### src/rtl/core/ofm_pkg.sv
// Shared types, constants and the gap-to-weight table of the overcurrent frequency monitor.
package ofm_pkg;

	// Field and state widths
	localparam int GAP_W    = 13;
	localparam int SUM_W    = 16;
	localparam int TOTAL_W  = 8;
	localparam int WLIM_W   = 7;
	localparam int WEIGHT_W = 7;
	localparam int FAULT_W  = 2;
	localparam int CFG_IDX_W  = 2;
	localparam int CFG_DATA_W = 16;

	// Default window length in ticks
	localparam int WINDOW_LEN_DEF = 100;

	// Saturation point of the gap counter
	localparam logic [GAP_W-1:0] GAP_CAP = 13'd6000;

	// Fault codes
	localparam logic [FAULT_W-1:0] FAULT_NONE   = 2'd0;
	localparam logic [FAULT_W-1:0] FAULT_WEIGHT = 2'd1;
	localparam logic [FAULT_W-1:0] FAULT_BURST  = 2'd2;

	// Configuration register indexes
	localparam logic [CFG_IDX_W-1:0] REG_WEIGHT_LIMIT = 2'd0;
	localparam logic [CFG_IDX_W-1:0] REG_EVENT_LIMIT  = 2'd1;
	localparam logic [CFG_IDX_W-1:0] REG_WINDOW_LIMIT = 2'd2;

	// Reset values of the configuration registers
	localparam logic [SUM_W-1:0]   WEIGHT_LIMIT_RST = 16'd600;
	localparam logic [TOTAL_W-1:0] EVENT_LIMIT_RST  = 8'd10;
	localparam logic [WLIM_W-1:0]  WINDOW_LIMIT_RST = 7'd10;

	// Gap bounds (inclusive) and the weight for each step; the last weight covers long gaps
	localparam int NUM_BOUNDS = 14;
	localparam logic [GAP_W-1:0] GAP_BOUND [NUM_BOUNDS] = '{
		13'd2, 13'd5, 13'd8, 13'd13, 13'd20, 13'd30, 13'd40,
		13'd50, 13'd60, 13'd70, 13'd100, 13'd200, 13'd1000, 13'd4000
	};
	localparam logic [WEIGHT_W-1:0] GAP_WEIGHT [NUM_BOUNDS+1] = '{
		7'd100, 7'd95, 7'd90, 7'd85, 7'd80, 7'd75, 7'd70,
		7'd65, 7'd60, 7'd50, 7'd40, 7'd30, 7'd20, 7'd10, 7'd0
	};

	// Control from the tick logic to the window chain
	typedef struct packed {
		logic adv;  // shift the window by one tick
		logic ev;   // event bit entering the window
	} win_ctl_t;

	// Map a gap to its weight: first bound that the gap does not exceed
	function automatic logic [WEIGHT_W-1:0] weight_of_gap(input logic [GAP_W-1:0] gap);
		logic [WEIGHT_W-1:0] w;
		w = GAP_WEIGHT[NUM_BOUNDS];
		for (int i = NUM_BOUNDS - 1; i >= 0; i--) begin
			if (gap <= GAP_BOUND[i]) begin
				w = GAP_WEIGHT[i];
			end
		end
		return w;
	endfunction

endpackage

### src/rtl/core/ofm_cell.sv
// One window cell: holds the event bit of one tick and passes it on when the window advances.
module ofm_cell import ofm_pkg::*; (
	input  logic clk,
	input  logic arst_n,
	input  logic adv,
	input  logic d,
	output logic q
);

	logic bit_q;

	// Load the neighbor's bit on each advance
	always_ff @(posedge clk or negedge arst_n) begin
		if (!arst_n) begin
			bit_q <= 1'b0;
		end else if (adv) begin
			bit_q <= d;
		end
	end

	assign q = bit_q;

endmodule

### src/rtl/core/ofm_window.sv
// Sliding event window: a row of cells plus the running count of events it holds.
module ofm_window import ofm_pkg::*; #(
	parameter int WINDOW_LEN = WINDOW_LEN_DEF,
	parameter int CNT_W      = $clog2(WINDOW_LEN + 1)
) (
	input  logic             clk,
	input  logic             arst_n,
	input  win_ctl_t         ctl,
	output logic [CNT_W-1:0] cnt,
	output logic [CNT_W-1:0] cnt_nxt
);

	logic [WINDOW_LEN-1:0] taps;
	logic [CNT_W-1:0]      cnt_q;

	// Chain of cells: cell 0 takes the new bit, the last cell holds the oldest tick
	for (genvar i = 0; i < WINDOW_LEN; i++) begin : g_cell
		if (i == 0) begin : g_head
			ofm_cell u_cell (
				.clk    (clk),
				.arst_n (arst_n),
				.adv    (ctl.adv),
				.d      (ctl.ev),
				.q      (taps[i])
			);
		end else begin : g_body
			ofm_cell u_cell (
				.clk    (clk),
				.arst_n (arst_n),
				.adv    (ctl.adv),
				.d      (taps[i-1]),
				.q      (taps[i])
			);
		end
	end

	// Add the entering bit, drop the bit that leaves the far end
	assign cnt_nxt = cnt_q + CNT_W'(ctl.ev) - CNT_W'(taps[WINDOW_LEN-1]);

	always_ff @(posedge clk or negedge arst_n) begin
		if (!arst_n) begin
			cnt_q <= '0;
		end else if (ctl.adv) begin
			cnt_q <= cnt_nxt;
		end
	end

	assign cnt = cnt_q;

	// Count tracks the cells
	a_cnt_matches: assert property (@(posedge clk) disable iff (!arst_n)
		cnt_q == CNT_W'($countones(taps)))
		else $error("window count differs from cells");

	a_cnt_bound: assert property (@(posedge clk) disable iff (!arst_n)
		cnt_q <= CNT_W'(WINDOW_LEN))
		else $error("window count above window length");

	a_cnt_hold: assert property (@(posedge clk) disable iff (!arst_n)
		!ctl.adv |=> $stable(cnt_q))
		else $error("window count moved without advance");

endmodule

### src/rtl/core/overcurrent_frequency_monitor.sv
// A result is registered in the output buffer when its tick transaction is accepted.
// Throughput: one tick per cycle; a two-entry output buffer keeps input stall
// registered, so ticks flow back to back unless two results wait downstream.
// Reset clears gap, sum, total, window cells and count, and sets the limits to
// 600, 10 and 10; no clearing pass is needed.
module overcurrent_frequency_monitor import ofm_pkg::*; #(
	parameter int WINDOW_LEN = WINDOW_LEN_DEF,
	parameter int CNT_W      = $clog2(WINDOW_LEN + 1)
) (
	input  logic                  clk,
	input  logic                  arst_n,
	input  logic                  in_valid,
	output logic                  in_stall,
	input  logic                  overcurrent_event,
	output logic                  out_valid,
	input  logic                  out_stall,
	output logic [FAULT_W-1:0]    fault,
	output logic [SUM_W-1:0]      weighted_total,
	output logic [CNT_W-1:0]      events_in_window,
	input  logic                  cfg_valid,
	output logic                  cfg_ready,
	input  logic [CFG_IDX_W-1:0]  cfg_index,
	input  logic [CFG_DATA_W-1:0] cfg_data
);

	localparam int CMP_W = (CNT_W > WLIM_W) ? CNT_W : WLIM_W;

	logic [SUM_W-1:0]   weight_limit_q;
	logic [TOTAL_W-1:0] event_limit_q;
	logic [WLIM_W-1:0]  window_limit_q;

	logic [GAP_W-1:0]   gap_q;
	logic [SUM_W-1:0]   sum_q;
	logic [TOTAL_W-1:0] total_q;

	logic               accept;
	logic               pop;
	logic [GAP_W-1:0]   gap_inc;
	logic [GAP_W-1:0]   gap_n;
	logic [WEIGHT_W-1:0] weight;
	logic [SUM_W:0]     sum_ext;
	logic [SUM_W-1:0]   sum_n;
	logic [TOTAL_W-1:0] total_n;
	logic               weight_fault;
	win_ctl_t           win_ctl;
	logic [CNT_W-1:0]   cnt;
	logic [CNT_W-1:0]   cnt_nxt;
	logic [CNT_W-1:0]   res_cnt;
	logic [FAULT_W-1:0] res_fault;

	logic               out_valid_q;
	logic [FAULT_W-1:0] out_fault_q;
	logic [SUM_W-1:0]   out_sum_q;
	logic [CNT_W-1:0]   out_cnt_q;
	logic               skid_valid_q;
	logic [FAULT_W-1:0] skid_fault_q;
	logic [SUM_W-1:0]   skid_sum_q;
	logic [CNT_W-1:0]   skid_cnt_q;

	// Configuration writes are always taken
	assign cfg_ready = 1'b1;

	always_ff @(posedge clk or negedge arst_n) begin
		if (!arst_n) begin
			weight_limit_q <= WEIGHT_LIMIT_RST;
			event_limit_q  <= EVENT_LIMIT_RST;
			window_limit_q <= WINDOW_LIMIT_RST;
		end else if (cfg_valid) begin
			case (cfg_index)
				REG_WEIGHT_LIMIT: weight_limit_q <= cfg_data;
				REG_EVENT_LIMIT:  event_limit_q  <= cfg_data[TOTAL_W-1:0];
				REG_WINDOW_LIMIT: window_limit_q <= cfg_data[WLIM_W-1:0];
				default: begin
				end
			endcase
		end
	end

	// Handshake: input stalls only when the skid entry is occupied
	assign in_stall = skid_valid_q;
	assign accept   = in_valid && !skid_valid_q;
	assign pop      = out_valid_q && !out_stall;

	// Gap, weight, saturating sum and total for this tick
	assign gap_inc = (gap_q >= GAP_CAP) ? GAP_CAP : gap_q + GAP_W'(1);
	assign gap_n   = overcurrent_event ? '0 : gap_inc;
	assign weight  = overcurrent_event ? weight_of_gap(gap_inc) : '0;
	assign sum_ext = {1'b0, sum_q} + (SUM_W+1)'(weight);
	assign sum_n   = sum_ext[SUM_W] ? '1 : sum_ext[SUM_W-1:0];
	assign total_n = (overcurrent_event && (total_q != '1)) ? total_q + TOTAL_W'(1) : total_q;

	assign weight_fault = (sum_n > weight_limit_q) || (total_n >= event_limit_q);

	// Advance the window only on accepted ticks without a weight fault
	assign win_ctl.adv = accept && !weight_fault;
	assign win_ctl.ev  = overcurrent_event;

	ofm_window #(
		.WINDOW_LEN (WINDOW_LEN),
		.CNT_W      (CNT_W)
	) u_window (
		.clk     (clk),
		.arst_n  (arst_n),
		.ctl     (win_ctl),
		.cnt     (cnt),
		.cnt_nxt (cnt_nxt)
	);

	// Result of this tick
	always_comb begin
		if (weight_fault) begin
			res_fault = FAULT_WEIGHT;
			res_cnt   = cnt;
		end else begin
			res_cnt   = cnt_nxt;
			res_fault = (CMP_W'(cnt_nxt) > CMP_W'(window_limit_q)) ? FAULT_BURST : FAULT_NONE;
		end
	end

	// Tick state
	always_ff @(posedge clk or negedge arst_n) begin
		if (!arst_n) begin
			gap_q   <= '0;
			sum_q   <= '0;
			total_q <= '0;
		end else if (accept) begin
			gap_q   <= gap_n;
			sum_q   <= sum_n;
			total_q <= total_n;
		end
	end

	// Output buffer: main entry faces the port, skid entry catches a stalled result
	always_ff @(posedge clk or negedge arst_n) begin
		if (!arst_n) begin
			out_valid_q  <= 1'b0;
			skid_valid_q <= 1'b0;
		end else begin
			if (pop) begin
				if (skid_valid_q) begin
					skid_valid_q <= 1'b0;
				end else begin
					out_valid_q <= accept;
				end
			end else if (accept) begin
				if (out_valid_q) begin
					skid_valid_q <= 1'b1;
				end else begin
					out_valid_q <= 1'b1;
				end
			end
		end
	end

	// Payload of the buffer entries
	always_ff @(posedge clk) begin
		if (pop && skid_valid_q) begin
			out_fault_q <= skid_fault_q;
			out_sum_q   <= skid_sum_q;
			out_cnt_q   <= skid_cnt_q;
		end else if (accept && (pop || !out_valid_q)) begin
			out_fault_q <= res_fault;
			out_sum_q   <= sum_n;
			out_cnt_q   <= res_cnt;
		end
		if (accept && out_valid_q && !pop) begin
			skid_fault_q <= res_fault;
			skid_sum_q   <= sum_n;
			skid_cnt_q   <= res_cnt;
		end
	end

	assign out_valid        = out_valid_q;
	assign fault            = out_fault_q;
	assign weighted_total   = out_sum_q;
	assign events_in_window = out_cnt_q;

	// Skid entry is only used behind a full main entry
	a_skid_needs_main: assert property (@(posedge clk) disable iff (!arst_n)
		skid_valid_q |-> out_valid_q)
		else $error("skid entry occupied with main entry empty");

	a_stalled_fills_skid: assert property (@(posedge clk) disable iff (!arst_n)
		(accept && out_valid_q && out_stall) |=> skid_valid_q)
		else $error("result lost behind stalled output");

	a_gap_capped: assert property (@(posedge clk) disable iff (!arst_n)
		gap_q <= GAP_CAP)
		else $error("gap counter above cap");

	a_sum_monotonic: assert property (@(posedge clk) disable iff (!arst_n)
		$past(arst_n) |-> sum_q >= $past(sum_q))
		else $error("weighted sum decreased");

endmodule
### config.mk
export PLATFORM = sky130hd
export DESIGN_NAME = overcurrent_frequency_monitor
export DESIGN_NICKNAME = d
export VERILOG_FILES = /design/src/rtl/core/ofm_pkg.sv /design/src/rtl/core/ofm_cell.sv /design/src/rtl/core/ofm_window.sv /design/src/rtl/core/overcurrent_frequency_monitor.sv
export SDC_FILE = /design/constraint.sdc
export NUM_CORES = 1
export LEC_CHECK = 0
export BUFFER_PORTS_ARGS = -buffer_cell sky130_fd_sc_hd__buf_2
export CAP_MARGIN = 25
export CELL_PAD_IN_SITES_DETAIL_PLACEMENT = 1
export CELL_PAD_IN_SITES_GLOBAL_PLACEMENT = 1
export CORE_MARGIN = 3
export CORE_UTILIZATION = 36
export CTS_CLUSTER_SIZE = 28
export DETAILED_ROUTE_END_ITERATION = 10
export GPL_TIMING_DRIVEN = 0
export PLACE_DENSITY_LB_ADDON = 0.1
export RECOVER_POWER = 50
export SETUP_SLACK_MARGIN = 0.4
export SLEW_MARGIN = 20
export SYNTH_ARGS = -nofsm -noshare
export SYNTH_HDL_FRONTEND = slang
export SYNTH_SLANG_ARGS = --single-unit
### constraint.sdc
create_clock -name clk -period 8.5 [get_ports clk]
set_clock_uncertainty 0.1 [all_clocks]
set_input_delay 0.425 -clock clk [delete_from_list [all_inputs] [get_ports clk]]
set_output_delay 0.425 -clock clk [all_outputs]
set_load 0.02 [all_outputs]
# ---- Yosys cells after proc, flatten, opt, wreduce, memory -nomap -nowiden
# Index checks and enable logic that the tools add are counted.
dict set report totals {
  input_bits 24
  ff_bits 227
  word_cells 200
}
dict set report op_classes {
  add_sub_neg 5
  order_cmp 18
  eq_ne 4
  muxes 34
  reduce_logical 24
}
# op n
set op_table {}
lappend op_table {{two-way mux 7 bit} 17}
lappend op_table {{two-way mux 16 bit} 3}
lappend op_table {{less-or-equal comparator 13 x 6 -> 1 bit, second input constant} 3}
lappend op_table {{less-or-equal comparator 13 x 4 -> 1 bit, second input constant} 2}
lappend op_table {{less-or-equal comparator 13 x 5 -> 1 bit, second input constant} 2}
lappend op_table {{less-or-equal comparator 13 x 7 -> 1 bit, second input constant} 2}
lappend op_table {{two-way mux 13 bit} 2}
lappend op_table {{adder 16 x 7 -> 17 bit} 1}
lappend op_table {{> comparator 16 bit} 1}
lappend op_table {{adder 13 x 1 -> 13 bit, second input constant} 1}
lappend op_table {{greater-or-equal comparator 13 bit, second input constant} 1}
lappend op_table {{less-or-equal comparator 13 x 10 -> 1 bit, second input constant} 1}
lappend op_table {{less-or-equal comparator 13 x 12 -> 1 bit, second input constant} 1}
lappend op_table {{less-or-equal comparator 13 x 2 -> 1 bit, second input constant} 1}
lappend op_table {{less-or-equal comparator 13 x 3 -> 1 bit, second input constant} 1}
lappend op_table {{less-or-equal comparator 13 x 8 -> 1 bit, second input constant} 1}
lappend op_table {{AND reduction 2 bit} 5}
lappend op_table {{adder 8 x 1 -> 8 bit, second input constant} 1}
lappend op_table {{greater-or-equal comparator 8 bit} 1}
lappend op_table {{logical AND 1 bit} 8}
lappend op_table {{two-way mux 2 bit} 4}
lappend op_table {{two-way mux 8 bit} 1}
lappend op_table {{!= test 8 bit, second input constant} 1}
lappend op_table {{adder 7 x 1 -> 7 bit} 1}
lappend op_table {{11 further kinds} 23}

# ---- Logic depth before layout (Yosys ltp)
# Gate-level depths: netlist (run 1).
dict set report logic_depth {
  word_depth 25
  depth_mapped 34
}

# ---- By module
# A second synthesis (run 1) with hierarchy kept.
dict set report unflattened {
  hier_cells 1004
  area_unflattened_um2 11907.7
}
# mod cells_per_inst area_per_inst_um2 n_inst
set by_module_without_submodules {}
lappend by_module_without_submodules {overcurrent_frequency_monitor 737 7257.0 1}
lappend by_module_without_submodules {ofm_cell 2 40.0 100}
lappend by_module_without_submodules {ofm_window 67 646.9 1}

# ---- Least setup slack after synthesis (run 1)
# No wires, ideal clock.
dict set report synth_timing {
  path_type {flip-flop to flip-flop}
  start {reg gap_q[0]}
  end {reg u_window.cnt_q[6], in the netlist u_window.cnt[6]}
  slack_ns 1.097
  synth_period_minus_slack_ns 7.403
  required_ns 8.272
  path_stages_with_launch 35
  n_path_buf 5
  arrival_ns 7.176
  path_cell_list {dfrtp_1 clkbuf_1 inv_1 ha_1 or4bb_1 o32ai_1 nand3_1 a211oi_1 nand3b_1 a41oi_1 nor2_1 o21ba_2 ha_1 fa_1 a21o_1 a21o_1 a21oi_1 o21ai_0 nand2_1 nor2_1 clkbuf_1 nor2_1 inv_1 ha_1 a21oi_1 o221a_1 o21ai_1 a21o_1 a21o_1 a211o_1 buf_2 a211oi_4 buf_4 buf_4 mux2_1}
}
dict set report synth_between {
  elab_chain_cells 24
  word_cells_on_any_way 38
  cone_classes {add/sub (2); order compare (16); mux (17); reduce/logical (3)}
}
# element line_no
set synth_rtl {}
lappend synth_rtl {{from (decl)} overcurrent_frequency_monitor.sv:32} ;# logic [GAP_W-1:0] gap_q;
lappend synth_rtl {{from (signal assigned)} overcurrent_frequency_monitor.sv:127} ;# gap_q <= gap_n;
lappend synth_rtl {{adder 13 x 1 -> 13 bit or greater-or-equal comparator 13 bit (tied branches)} overcurrent_frequency_monitor.sv:85} ;# assign gap_inc = (gap_q >= GAP_CAP) ? GAP_CAP : gap_q + GAP_W'(1);
lappend synth_rtl {{two-way mux 13 bit (*)} overcurrent_frequency_monitor.sv:85}
lappend synth_rtl {{less-or-equal comparator 13 x 12 -> 1 bit} ofm_pkg.sv:57} ;# if (gap <= GAP_BOUND[i]) begin
lappend synth_rtl {{two-way mux 4 bit} ofm_pkg.sv:57}
lappend synth_rtl {{two-way mux 7 bit (12 in series)} ofm_pkg.sv:57}
lappend synth_rtl {{two-way mux 7 bit (*)} ofm_pkg.sv:57}
lappend synth_rtl {{two-way mux 7 bit (*)} overcurrent_frequency_monitor.sv:87} ;# assign weight = overcurrent_event ? weight_of_gap(gap_inc) : '0;
lappend synth_rtl {{adder 16 x 7 -> 17 bit (*)} overcurrent_frequency_monitor.sv:88} ;# assign sum_ext = {1'b0, sum_q} + (SUM_W+1)'(weight);
lappend synth_rtl {{two-way mux 16 bit (*)} overcurrent_frequency_monitor.sv:89} ;# assign sum_n = sum_ext[SUM_W] ? '1 : sum_ext[SUM_W-1:0];
lappend synth_rtl {{via sum_n[2]} overcurrent_frequency_monitor.sv:42} ;# logic [SUM_W-1:0] sum_n;
lappend synth_rtl {{> comparator 16 bit (*)} overcurrent_frequency_monitor.sv:92} ;# assign weight_fault = (sum_n > weight_limit_q) || (total_n >= event_limit_q);
lappend synth_rtl {{logical OR 1 bit (*)} overcurrent_frequency_monitor.sv:92}
lappend synth_rtl {{zero test 1 bit (*)} overcurrent_frequency_monitor.sv:95} ;# assign win_ctl.adv = accept && !weight_fault;
lappend synth_rtl {{logical AND 1 bit (*)} overcurrent_frequency_monitor.sv:95}
lappend synth_rtl {{to (signal assigned)} ofm_window.sv:44} ;# cnt_q <= cnt_nxt;
lappend synth_rtl {{to (decl)} ofm_window.sv:14} ;# logic [CNT_W-1:0] cnt_q;
# Mark *: on every way through the listed nets, which the timed path passes. The rest lies on a longest branch.
# A chain may end at the register's enable or synchronous reset.

# ---- Worst setup path in the final report (run 1)
dict set report layout_timing {
  start {reg gap_q[0]}
  end {reg u_window.g_cell[50].g_body.u_cell.bit_q}
}
dict set report layout_between {
  elab_chain_cells 24
  word_cells_on_any_way 38
  cone_classes {add/sub (2); order compare (16); mux (17); reduce/logical (3)}
}
# element line_no
set layout_rtl {}
lappend layout_rtl {{adder 13 x 1 -> 13 bit or greater-or-equal comparator 13 bit (tied branches)} overcurrent_frequency_monitor.sv:85}
lappend layout_rtl {{two-way mux 13 bit (*)} overcurrent_frequency_monitor.sv:85}
lappend layout_rtl {{less-or-equal comparator 13 x 12 -> 1 bit} ofm_pkg.sv:57}
lappend layout_rtl {{two-way mux 4 bit} ofm_pkg.sv:57}
lappend layout_rtl {{two-way mux 7 bit (12 in series)} ofm_pkg.sv:57}
lappend layout_rtl {{two-way mux 7 bit (*)} ofm_pkg.sv:57}
lappend layout_rtl {{two-way mux 7 bit (*)} overcurrent_frequency_monitor.sv:87}
lappend layout_rtl {{adder 16 x 7 -> 17 bit (*)} overcurrent_frequency_monitor.sv:88}
lappend layout_rtl {{two-way mux 16 bit (*)} overcurrent_frequency_monitor.sv:89}
lappend layout_rtl {{via sum_n[3]} overcurrent_frequency_monitor.sv:42}
lappend layout_rtl {{> comparator 16 bit (*)} overcurrent_frequency_monitor.sv:92}
lappend layout_rtl {{logical OR 1 bit (*)} overcurrent_frequency_monitor.sv:92}
lappend layout_rtl {{zero test 1 bit (*)} overcurrent_frequency_monitor.sv:95}
lappend layout_rtl {{logical AND 1 bit (*)} overcurrent_frequency_monitor.sv:95}
lappend layout_rtl {{to (signal assigned)} ofm_cell.sv:15} ;# bit_q <= 1'b0;
lappend layout_rtl {{to (signal assigned)} ofm_cell.sv:17} ;# bit_q <= d;
lappend layout_rtl {{to (decl)} ofm_cell.sv:10} ;# logic bit_q;
# Marks and branches as above.

==> flow_summary_export.csv, run 1 <==
group,metric,value,unit
synth,synth_area,11600,µm²
setup_path,cp_common_cell,"a21o_1",
clock_network,clkLatencyLatePin,0.55,ns
final_layout,final_cell_area,13700,µm²
detailed_routing,route.met3.wl,888,µm
final_layout,fillers,3410,
sta,drv_slew,182,
global_routing,overflow,0,
detailed_routing,wl_per_cell,18.8,µm
pwr,p_total,4740,µW
detailed_routing,drt_iter0_markers,289,
setup_path,worstReg2RegEnd,"u_window.g_cell[50].g_body.u_cell.q$_DFFE_PN0P_",
final_layout,layout_commonest_cell,"dfrtp_1",
global_routing,antenna_found_initial,0,
run,max_cap_viol_count,3,
setup_path,worst_setup_path_start_kind,"register",
sta,fmax,131,MHz
place,dpl_cell_area,12400,µm²
detailed_routing,met1_length,13.8,mm
final_layout,final_cells,1570,
floorplan,fp.dieArea,34300,µm²
floorplan,fp-row-count,65,
synth,synth-edff-count,50,
setup_path,ff2ff_setup_slack,0.85,ns
clock_network,cts_tree,"done",
final_layout,nNetsFinal,1221,
detailed_routing,routed_wl,29.5,mm
sta,setup_viol,0,
synth,syn_nets,1120,
setup_path,crit_path_end_kind,"register",
floorplan,core_region_area,31600,µm²
setup_path,cpMaxStageDelayCell,"or4bb_1",
setup_path,crit_path_end,"u_window.g_cell[50].g_body.u_cell.q$_DFFE_PN0P_",
min_path,hold_path.class,"in -> reg",
detailed_routing,vias,8284,
clock_network,clock_sinks,227,
detailed_routing,dr_wl_met2,14.3,mm
detailed_routing,routed.top_layer,"met4",
setup_path,startpoint,"gap_q[0]$_DFFE_PN0P_",
sta,worst_slew_pin_slew,3.04,ns
synth,yosys_warnings,0,
setup_path,criticalPathCategory,"reg -> reg",
place,placed_cells,1503,
synth,ys_seq_elements,227,
detailed_routing,viasPerCell,5.28,
pwr,p_leak,0.00618,µW
pwr,vdd_drop_max,180,µV
place,dp_hpwl,20.8,mm
floorplan,die_h,185,µm
detailed_routing,remaining_drc_errors,0,
setup_path,cp_max_fo,10,
floorplan,die_width,185,µm
setup_path,r2r_start,"gap_q[0]$_DFFE_PN0P_",
final_layout,diodes,0,
final_layout,layout-drive-gt1-share,21.1,%
place,port_buffers,50,
floorplan,start_util,36.6,%
synth,ys.flop_type,"dfrtp_1",
pwr,pwr_density_cell,347,nW/µm²
global_routing,track_usage,17.4,%
sta,final-hold-violation-count,0,
detailed_routing,antenna_left,0,
floorplan,io_pins,52,
detailed_routing,dr.pass1.iters,4,
outcome,status,"complete, but fails checks",
sta,min_period_over_period,90.0,%
synth,synth_seq_area_share,51.4,%
setup_path,cp_data_arrival_time,7.98,ns
global_routing,grt_pass1_vias,8589,
sta,timing.slew.headroom,-103,%
global_routing,grt_start_max_net_pins,80,
clock_network,cts.clk_slew.worst_paths,0.06,ns
synth,async_reset_ff_share,78.0,%
final_layout,fin_util,43.2,%
final_layout,area_growth,18.0,%
final_layout,layout_common_cells,"dfrtp_1 (168), mux2_2 (105), nand2_1 (88)",
sta,period_needed,7.65,ns
place,place_congestion,0.853,
place,dp_slack,-0.860,ns
sta,finalWorstSetupSlack,0.846,ns
clock_network,numCtsBuffers,28,
clock_network,cts-root-to-sink-buffers,3,
synth,syn_avg_cell_area,11.1,µm²
synth,netlist_instances,1046,
clock_network,cts-root-buf,"clkbuf_16",
setup_path,max_stage_delay,0.56,ns
setup_path,required,8.83,ns
outcome,violations,"capacitance limit, slew limit",
clock_network,cts_max_level,1,
synth,ys_types,66,
sta,rsz0062_at_grt,"no",
global_routing,grt_first_pass_wirelength,47.4,mm
setup_path,reg2reg_depth,34,
## per-layer routing
metal | track usage [%] | vias to the layer above
li1 | - | 3958
met1 | 23.8 | 4202
met2 | 29.2 | 89
met3 | 3.04 | 35
met4 | 3.27 | 0
met5 | 0 | -
## Yosys cell counts (all sizes together) (25+ instances only)
cell    count  area share, %
dfrtp     169             37
mux2      133             13
nand2      89            2.9
inv        61            2.0
a21oi      57            2.5
nor2       52            1.7
o21ai      52            2.2
edfxtp     50             13
ha         48            5.2
clkbuf     31            1.0
nand3      31            1.3
nor3       25            1.1
xnor2      25            1.9
## sequential cells by signal, indices dropped and copies added (netlist names)
name                             count
weight_limit_q                      16
fault                                2
u_window.g_cell.g_body.u_cell.q     99
skid_cnt_q                           7
weighted_total                      16
skid_fault_q                         2
gap_q                               13
out_valid                            1
u_window.g_cell.g_head.u_cell.q      1
sum_q                               16
u_window.cnt                         7
event_limit_q                        8
window_limit_q                       7
total_q                              8
in_stall                             1
skid_sum_q                          16
events_in_window                     7
## critical path, delay by kind of cell, from the launching register on
kind	cells	cell delay (ns)
buf+inv	8	1.40
simple gates	7	1.32
mux	1	0.34
compound gates	15	3.12
flops	1	0.43
fa+ha+maj	3	0.80
## cell families (layout without fill, tap and decap cells)
| logic type | count (synthesis) | after routing | share of synthesized area [%] |
|---|---|---|---|
| AO/OA/AOI/OAI | 196 | 196 | 10.8 |
| XOR/XNOR | 38 | 38 | 2.88 |
| adder cells (fa/ha/maj) | 50 | 50 | 5.54 |
| buffers and inverters | 112 | 234 | 3.96 |
| flip-flops | 227 | 227 | 51.4 |
| multiplexers | 141 | 141 | 13.6 |
| other | 1 | 1 | 0.0324 |
| AND/OR/NAND/NOR | 281 | 281 | 11.8 |
## worst min path at each step
stage,startpoint,endpoint,slack [ns],cells after the start
after floorplan,arst_n,event_limit_q[0]$_DFFE_PN0P_,0.03,0
after global placement,u_window.g_cell[94].g_body.u_cell.q$_DFFE_PN0P_,u_window.g_cell[94].g_body.u_cell.q$_DFFE_PN0P_,0.36,1
after detailed placement,arst_n,gap_q[1]$_DFFE_PN0P_,0.26,1
after CTS,cfg_data[7],weight_limit_q[7]$_DFFE_PN0P_,0.02,3
after global routing,cfg_data[7],weight_limit_q[7]$_DFFE_PN0P_,0.02,3
final,cfg_data[7],weight_limit_q[7]$_DFFE_PN0P_,0.03,3
## power by group
group	switching [µW]	leakage (µW)	internal (µW)	total, µW
Clock	466	0.000480	779	1250
Combinational	1150	0.00290	779	1930
Sequential	131	0.00280	1440	1570
## metrics by stage
stage                     TNS, ns  hold WS (ns)
after detailed placement   -85.79         0.260
final                           0        0.0347
after global routing            0        0.0236
after CTS                       0        0.0160
after floorplan                 0        0.0294
after global placement     -87.16         0.363
## timing repair
action | 4_1_cts | 5_1_grt
hold buffers | 9 | 0
hold endpoints to repair | 50 | 0
endpoints found under the setup margin | 125 | 124
resized for setup | 24 | 32
pin swaps | 1 | 7
buffers inserted | 5 | 2
cloned | 0 | 0
## area by class of cell
cell class	instances	area, µm²	share of cell area [%]
clock buffers	39	802	5.87
clock inverters	12	180	1.32
multi-input cells	707	5300	38.8
flip-flops and latches	227	5940	43.5
well taps	402	503	3.68
repair buffers	71	412	3.01
inverters	61	229	1.68
plain buffers	51	288	2.11
Note: power is estimated with default switching activity, not from simulation.
==> inputs of run 2 (changes only) <==
Settings changed: REMOVE_ABC_BUFFERS set to 1.
Clock period 8.5 ns to 6.8 ns, I/O delays scaled along.
==> run 2 against run 1 <==
The run ends with capacitance limit, slew limit, setup timing left. Count of clock-buffer cells in the layout is 4 lower. Total power is 36% higher. Sequential power is 27% higher. Worst hold slack better by 0.081 ns. Register-to-register slack worse by 0.90 ns. Utilization is 5.4 points higher. First-iteration DRC count is 25% higher. Flip-flop and latch count stayed put. Via count is 4.2% higher. Die area stayed put. Clock power is 11% higher.
==> flow_summary_export.csv, run 2 (synthesized netlist as in run 1, its figures left out) <==
group,metric,value,unit
floorplan,fp-row-count,65,
place,place_congestion,0.790,
setup_path,worst_setup_path_start_kind,"register",
final_layout,layout_commonest_cell,"dfrtp_1",
detailed_routing,wl_per_cell,18.5,µm
pwr,pwr_density_cell,420,nW/µm²
min_path,hold_end,"weight_limit_q[2]$_DFFE_PN0P_",
setup_path,r2r_start,"gap_q[0]$_DFFE_PN0P_",
min_path,hold_start,"cfg_index[1]",
sta,hold_slack,0.116,ns
run,max_cap_viol_count,2,
global_routing,grt_first_pass_wirelength,47.5,mm
final_layout,layout_common_cells,"dfrtp_1 (161), mux2_4 (85), nand2_1 (83)",
setup_path,required,7.12,ns
setup_path,cp_data_arrival_time,7.18,ns
floorplan,die_width,185,µm
clock_network,cts-root-buf,"clkbuf_16",
sta,finalWorstSetupSlack,-0.0535,ns
setup_path,reg2reg_depth,35,
setup_path,criticalPathCategory,"reg -> reg",
sta,rsz0062_at_grt,"yes",
min_path,hold_path.class,"in -> reg",
pwr,p_leak,0.00689,µW
place,port_buffers,50,
detailed_routing,dr.pass1.iters,4,
place,dp_slack,-3.16,ns
clock_network,numCtsBuffers,27,
global_routing,grt_pass1_vias,8902,
place,dp_hpwl,18.7,mm
global_routing,grt_start_max_net_pins,88,
pwr,p_total,6460,µW
clock_network,cts_tree,"done",
global_routing,overflow,0,
detailed_routing,routed_wl,30.3,mm
detailed_routing,vias,8629,
setup_path,cp_max_fo,8,
clock_network,clkLatencyLatePin,0.54,ns
final_layout,largest_reg_flops,99,
global_routing,antenna_found_initial,0,
sta,timing.slew.headroom,-145,%
sta,final-hold-violation-count,0,
sta,fmax,146,MHz
min_path,hold_depth,4,
pwr,vdd_drop_max,207,µV
setup_path,worstReg2RegEnd,"u_window.g_cell[19].g_body.u_cell.q$_DFFE_PN0P_",
sta,min_period_over_period,101,%
final_layout,layout-drive-gt1-share,35.1,%
sta,period_needed,6.85,ns
floorplan,start_util,36.6,%
final_layout,diodes,0,
outcome,status,"complete, but fails checks",
global_routing,track_usage,16.9,%
floorplan,io_pins,52,
floorplan,fp.dieArea,34300,µm²
detailed_routing,antenna_left,0,
final_layout,area_growth,32.9,%
setup_path,max_stage_delay,0.52,ns
sta,worst_slew_pin_slew,3.67,ns
setup_path,crit_path_end_kind,"register",
detailed_routing,viasPerCell,5.28,
clock_network,cts_max_level,1,
detailed_routing,drt_iter0_markers,360,
setup_path,ff2ff_setup_slack,-0.05,ns
clock_network,cts.clk_slew.worst_paths,0.06,ns
sta,drv_slew,94,
final_layout,final_cell_area,15400,µm²
clock_network,clock_sinks,227,
floorplan,core_region_area,31600,µm²
outcome,violations,"capacitance limit, slew limit, setup timing",
clock_network,cts-root-to-sink-buffers,3,
floorplan,die_h,185,µm
setup_path,cpMaxStageDelayCell,"or4bb_4",
place,dpl_cell_area,12400,µm²
final_layout,nNetsFinal,1286,
detailed_routing,remaining_drc_errors,0,
sta,setup_viol,45,
-- run 2: changes by cell type in the layout (fill, tap and decap cells not counted), moves of 10 or more --
cell,delta
mux2_4,+85
buf_12,+17
mux2_1,-28
buf_4,+70
dlygate4sd3_1,+10
mux2_2,-57
clkbuf_1,-29
-- run 2: worst max-delay path by stage --
stage / start / to / slack, ns / cells past startpoint
6_report: gap_q[0]$_DFFE_PN0P_ / u_window.g_cell[19].g_body.u_cell.q$_DFFE_PN0P_ / -0.05 / 35
5_1_grt: gap_q[0]$_DFFE_PN0P_ / u_window.g_cell[29].g_body.u_cell.q$_DFFE_PN0P_ / -0.37 / 35
4_1_cts: gap_q[0]$_DFFE_PN0P_ / u_window.g_cell[31].g_body.u_cell.q$_DFFE_PN0P_ / -0.007 / 36
3_5_place_dp: gap_q[0]$_DFFE_PN0P_ / u_window.g_cell[19].g_body.u_cell.q$_DFFE_PN0P_ / -3.16 / 32
3_3_place_gp: gap_q[5]$_DFFE_PN0P_ / u_window.g_cell[39].g_body.u_cell.q$_DFFE_PN0P_ / -6.58 / 26
2_1_floorplan: gap_q[5]$_DFFE_PN0P_ / u_window.cnt[1]$_DFFE_PN0P_ / -2.88 / 27
-- run 2: stage by stage --
stage	setup TNS [ns]	util [%]	instances
after floorplan	-312.21	-	995
after global placement	-779.85	38.2	1447
after detailed placement	-329.38	39.3	1464
after CTS	-0.0316	46.4	1601
after global routing	-46.59	48.6	1635
final	-0.855	48.6	1635
-- run 2: repair_timing --
action / CTS / global route
resized for setup: 143 / 110
endpoints found under the setup margin: 161 / 125
pin swaps: 47 / 14
cloned: 1 / 3
setup buffers: 67 / 31
hold endpoints to repair: 116 / 0
hold buffers: 19 / 0
-- run 2: critical path: cells and delay by family (launching register included) --
family          cells  cell delay, ns
simple gates        8            1.33
buf+inv             8            0.82
compound gates     14            2.72
fa+ha+maj           4            0.94
flops               1            0.47
mux                 1            0.33
-- run 2: where the power goes --
part	internal (µW)	switching [µW]
registers	1800	183
clock network	795	594
logic	1480	1610
total	4080	2380
-- run 2: final cells by class --
| cell class | count | area (µm²) |
|---|---|---|
| clock inverter | 15 | 113 |
| sequential | 227 | 5950 |
| tap | 402 | 503 |
| timing repair buffer | 188 | 1700 |
| fill | 3335 | 16300 |
| inverter | 61 | 229 |
| clock buffer | 35 | 757 |
| multi-input combinational | 707 | 6120 |
-- run 2: routing by layer --
metal | GRT usage, % | wire length, µm | up-vias | share of wire [%]
met5 | 0 | 0 | - | 0
met4 | 3.90 | 571 | 0 | 1.9
met3 | 2.16 | 828 | 35 | 2.7
met2 | 27.9 | 14400 | 112 | 47
met1 | 23.9 | 14500 | 4400 | 48
li1 | - | - | 4082 | -
==> inputs of run 3 (changes only) <==
Settings changed: ABC_AREA set to 1, CAP_MARGIN 25 to 20.
==> run 3 against run 2 <==
The flow finishes with violations (capacitance limit, slew limit). Maximum frequency rose by 10%. Combinational power shrank 13%. Synthesized cell count grew 29%. Register-to-register slack better by 0.64 ns. Final area down 6.3%. Critical path depth up 7. Via count rose by 10%. Sequential power is 3% lower. Largest cell class is now sequential cells.
==> flow_summary_export.csv, run 3 <==
group,metric,value,unit
setup_path,startpoint,"gap_q[1]$_DFFE_PN0P_",
pwr,vdd_drop_max,196,µV
clock_network,clock_sinks,227,
floorplan,die_h,184,µm
clock_network,cts-root-to-sink-buffers,3,
setup_path,cp_num_buf_inv,5,
min_path,hold_start,"cfg_data[0]",
floorplan,start_util,37.0,%
setup_path,path_delay_family,"simple AND/OR/NAND/NOR gates",
place,dp_hpwl,19.4,mm
synth,yosys_warnings,0,
detailed_routing,dr.pass1.iters,4,
sta,finalWorstSetupSlack,0.584,ns
detailed_routing,drt_iter0_markers,336,
clock_network,cts.clk_slew.worst_paths,0.06,ns
setup_path,criticalPathCategory,"reg -> reg",
setup_path,cpMaxStageDelayCell,"dfrtp_1",
sta,min_period_over_period,91.4,%
detailed_routing,wl_per_cell,16.8,µm
global_routing,grt_start_max_net_pins,86,
clock_network,numCtsBuffers,28,
setup_path,cp_data_arrival_time,6.55,ns
place,place_congestion,0.803,
clock_network,cts-root-buf,"clkbuf_16",
global_routing,grt_first_pass_wirelength,50.2,mm
synth,synth_area,11500,µm²
final_layout,nNetsFinal,1530,
final_layout,layout_commonest_cell,"nand2_1",
final_layout,fillers,3612,
synth,synth-edff-count,50,
place,dp_slack,-1.40,ns
detailed_routing,viasPerCell,5.08,
global_routing,overflow,0,
setup_path,worst_setup_path_start_kind,"register",
synth,async_reset_ff_share,78.0,%
setup_path,crit_path_end_kind,"register",
setup_path,required,7.14,ns
floorplan,die_width,184,µm
sta,final-hold-violation-count,0,
synth,ys.flop_type,"dfrtp_1",
synth,ys_top_cells_by_count,"nand2_1 (419), dfrtp_1 (169), o21ai_0 (164)",
sta,worst_slew_pin_slew,3.12,ns
pwr,pwr_density_cell,429,nW/µm²
synth,ys_seq_elements,227,
pwr,p_leak,0.00701,µW
final_layout,diodes,0,
sta,tns,0,ns
outcome,status,"complete, but fails checks",
floorplan,fp.dieArea,34000,µm²
global_routing,grt_pass1_vias,9868,
sta,period_needed,6.22,ns
run,max_cap_viol_count,3,
outcome,violations,"capacitance limit, slew limit",
setup_path,cp_max_fo,17,
final_layout,layout-drive-gt1-share,18.9,%
synth,yosysMostFrequentCell,"nand2_1",
place,port_buffers,50,
clock_network,cts_tree,"done",
sta,setup_viol,0,
synth,yosys.area.top_type,"dfrtp_1",
global_routing,track_usage,17.8,%
synth,netlist_instances,1348,
floorplan,io_pins,52,
detailed_routing,routed_wl,31.4,mm
detailed_routing,vias,9521,
sta,fmax,161,MHz
min_path,hold_path.class,"in -> reg",
synth,synth_top_area_share,36.9,%
detailed_routing,antenna_left,0,
floorplan,core_region_area,31000,µm²
setup_path,max_stage_delay,0.41,ns
clock_network,cts_max_level,1,
synth,synth_seq_area_share,51.8,%
final_layout,largest_reg_flops,99,
final_layout,area_growth,25.6,%
setup_path,r2r_start,"gap_q[1]$_DFFE_PN0P_",
final_layout,layout_common_cells,"nand2_1 (386), dfrtp_1 (168), o21ai_0 (148)",
floorplan,fp-row-count,64,
clock_network,clkLatencyLatePin,0.56,ns
global_routing,antenna_found_initial,0,
synth,ys_top_cells_by_area,"dfrtp_1 (37%), nand2_1 (14%), edfxtp_1 (13%)",
sta,timing.slew.headroom,-108,%
sta,rsz0062_at_grt,"yes",
detailed_routing,remaining_drc_errors,0,
synth,ys_types,54,
synth,syn_avg_cell_area,8.50,µm²
sta,drv_slew,141,
## run 3: changes by cell type after synthesis, sizes merged, moves of 11 or more
cell / previous run / this run
inv: 61 / 123
nor2: 52 / 102
xnor2: 25 / 4
mux2: 133 / 8
a21o: 11 / 0
o21ai: 52 / 172
nand2: 89 / 431
and3: 14 / 0
nand3: 31 / 49
a21oi: 57 / 39
nor3: 25 / 8
## run 3: metrics by stage
step | std cells | area, µm² | util, % | hold slack (ns) | total power (µW)
floorplan | 1294 | 11200 | - | -0.0556 | 3400
global placement | 1740 | 12000 | 38.7 | 0.350 | 4020
detailed placement | 1749 | 12200 | 39.5 | 0.124 | 4160
CTS | 1831 | 13700 | 44.1 | 0.00298 | 5930
global route | 1873 | 14400 | 46.5 | 0.0269 | 6650
finish | 1873 | 14400 | 46.5 | 0.0358 | 6170
## run 3: metal layers
layer,up-vias,global-route usage (%),wire [µm]
met1,4708,24.7,15200
met3,51,2.35,755
met4,0,4.41,792
met5,-,0,0
met2,110,29.8,14700
li1,4652,-,-
## run 3: power breakdown
part           internal [µW]  switching, µW  total (µW)
clock                    957            593        1550
sequential              1800            142        1940
combinational           1030           1660        2690
total                   3780           2390        6170
## run 3: cell type report
type / count / area [µm²] / share of cell area [%]
clock buffer: 41 / 830 / 5.76
clock inverter: 10 / 148 / 1.03
inverter: 124 / 475 / 3.30
multi-input combinational: 946 / 5340 / 37.1
sequential: 227 / 5940 / 41.3
tap: 396 / 495 / 3.44
timing repair buffer: 127 / 1160 / 8.03
timing repair inverter: 2 / 15.0 / 0.104
## run 3: timing repair
action                                  in CTS  in global routing
hold buffers                                13                  0
endpoints found under the setup margin     125                125
cloned                                       6                  8
pin swaps                                   12                 42
hold endpoints to repair                   125                  0
gates resized for setup                     28                109
buffers inserted                            12                 34
## run 3: kinds of logic (layout without fill, tap and decap cells)
| group | Yosys count | count (layout) | share of synthesized area [%] |
|---|---|---|---|
| XOR/XNOR | 17 | 17 | 1.30 |
| adder cells (fa/ha/maj) | 50 | 50 | 5.59 |
| other | 1 | 1 | 0.0327 |
| flip-flops | 227 | 227 | 51.8 |
| buffers and inverters | 178 | 304 | 6.04 |
| AND/OR/NAND/NOR | 608 | 611 | 22.2 |
| AO/OA/AOI/OAI | 259 | 259 | 12.2 |
| multiplexers | 8 | 8 | 0.786 |
## run 3: path summary, 6_finish.rpt
| check | to | slack (ns) | cells past startpoint |
|---|---|---|---|
| max | u_window.g_cell[88].g_body.u_cell.q$_DFFE_PN0P_ | 0.58 | 42 |
| max reg2reg | u_window.g_cell[88].g_body.u_cell.q$_DFFE_PN0P_ | 0.58 | 42 |
| min reg2reg | u_window.g_cell[51].g_body.u_cell.q$_DFFE_PN0P_ | 0.36 | 2 |
| min | weight_limit_q[0]$_DFFE_PN0P_ | 0.04 | 3 |
| max in group asynchronous | u_window.g_cell[97].g_body.u_cell.q$_DFFE_PN0P_ | 1.40 | 4 |
| min in group asynchronous | gap_q[12]$_DFFE_PN0P_ | 0.77 | 2 |
## run 3: worst reg2reg max path, delay by kind of cell (launching register included)
kind	cells	cell delay (ns)
adders and majority gates	3	0.72
and+or+nand+nor	27	3.12
AOI/OAI and AO/OA	7	1.02
DFF	1	0.41
buffers and inverters	5	0.71
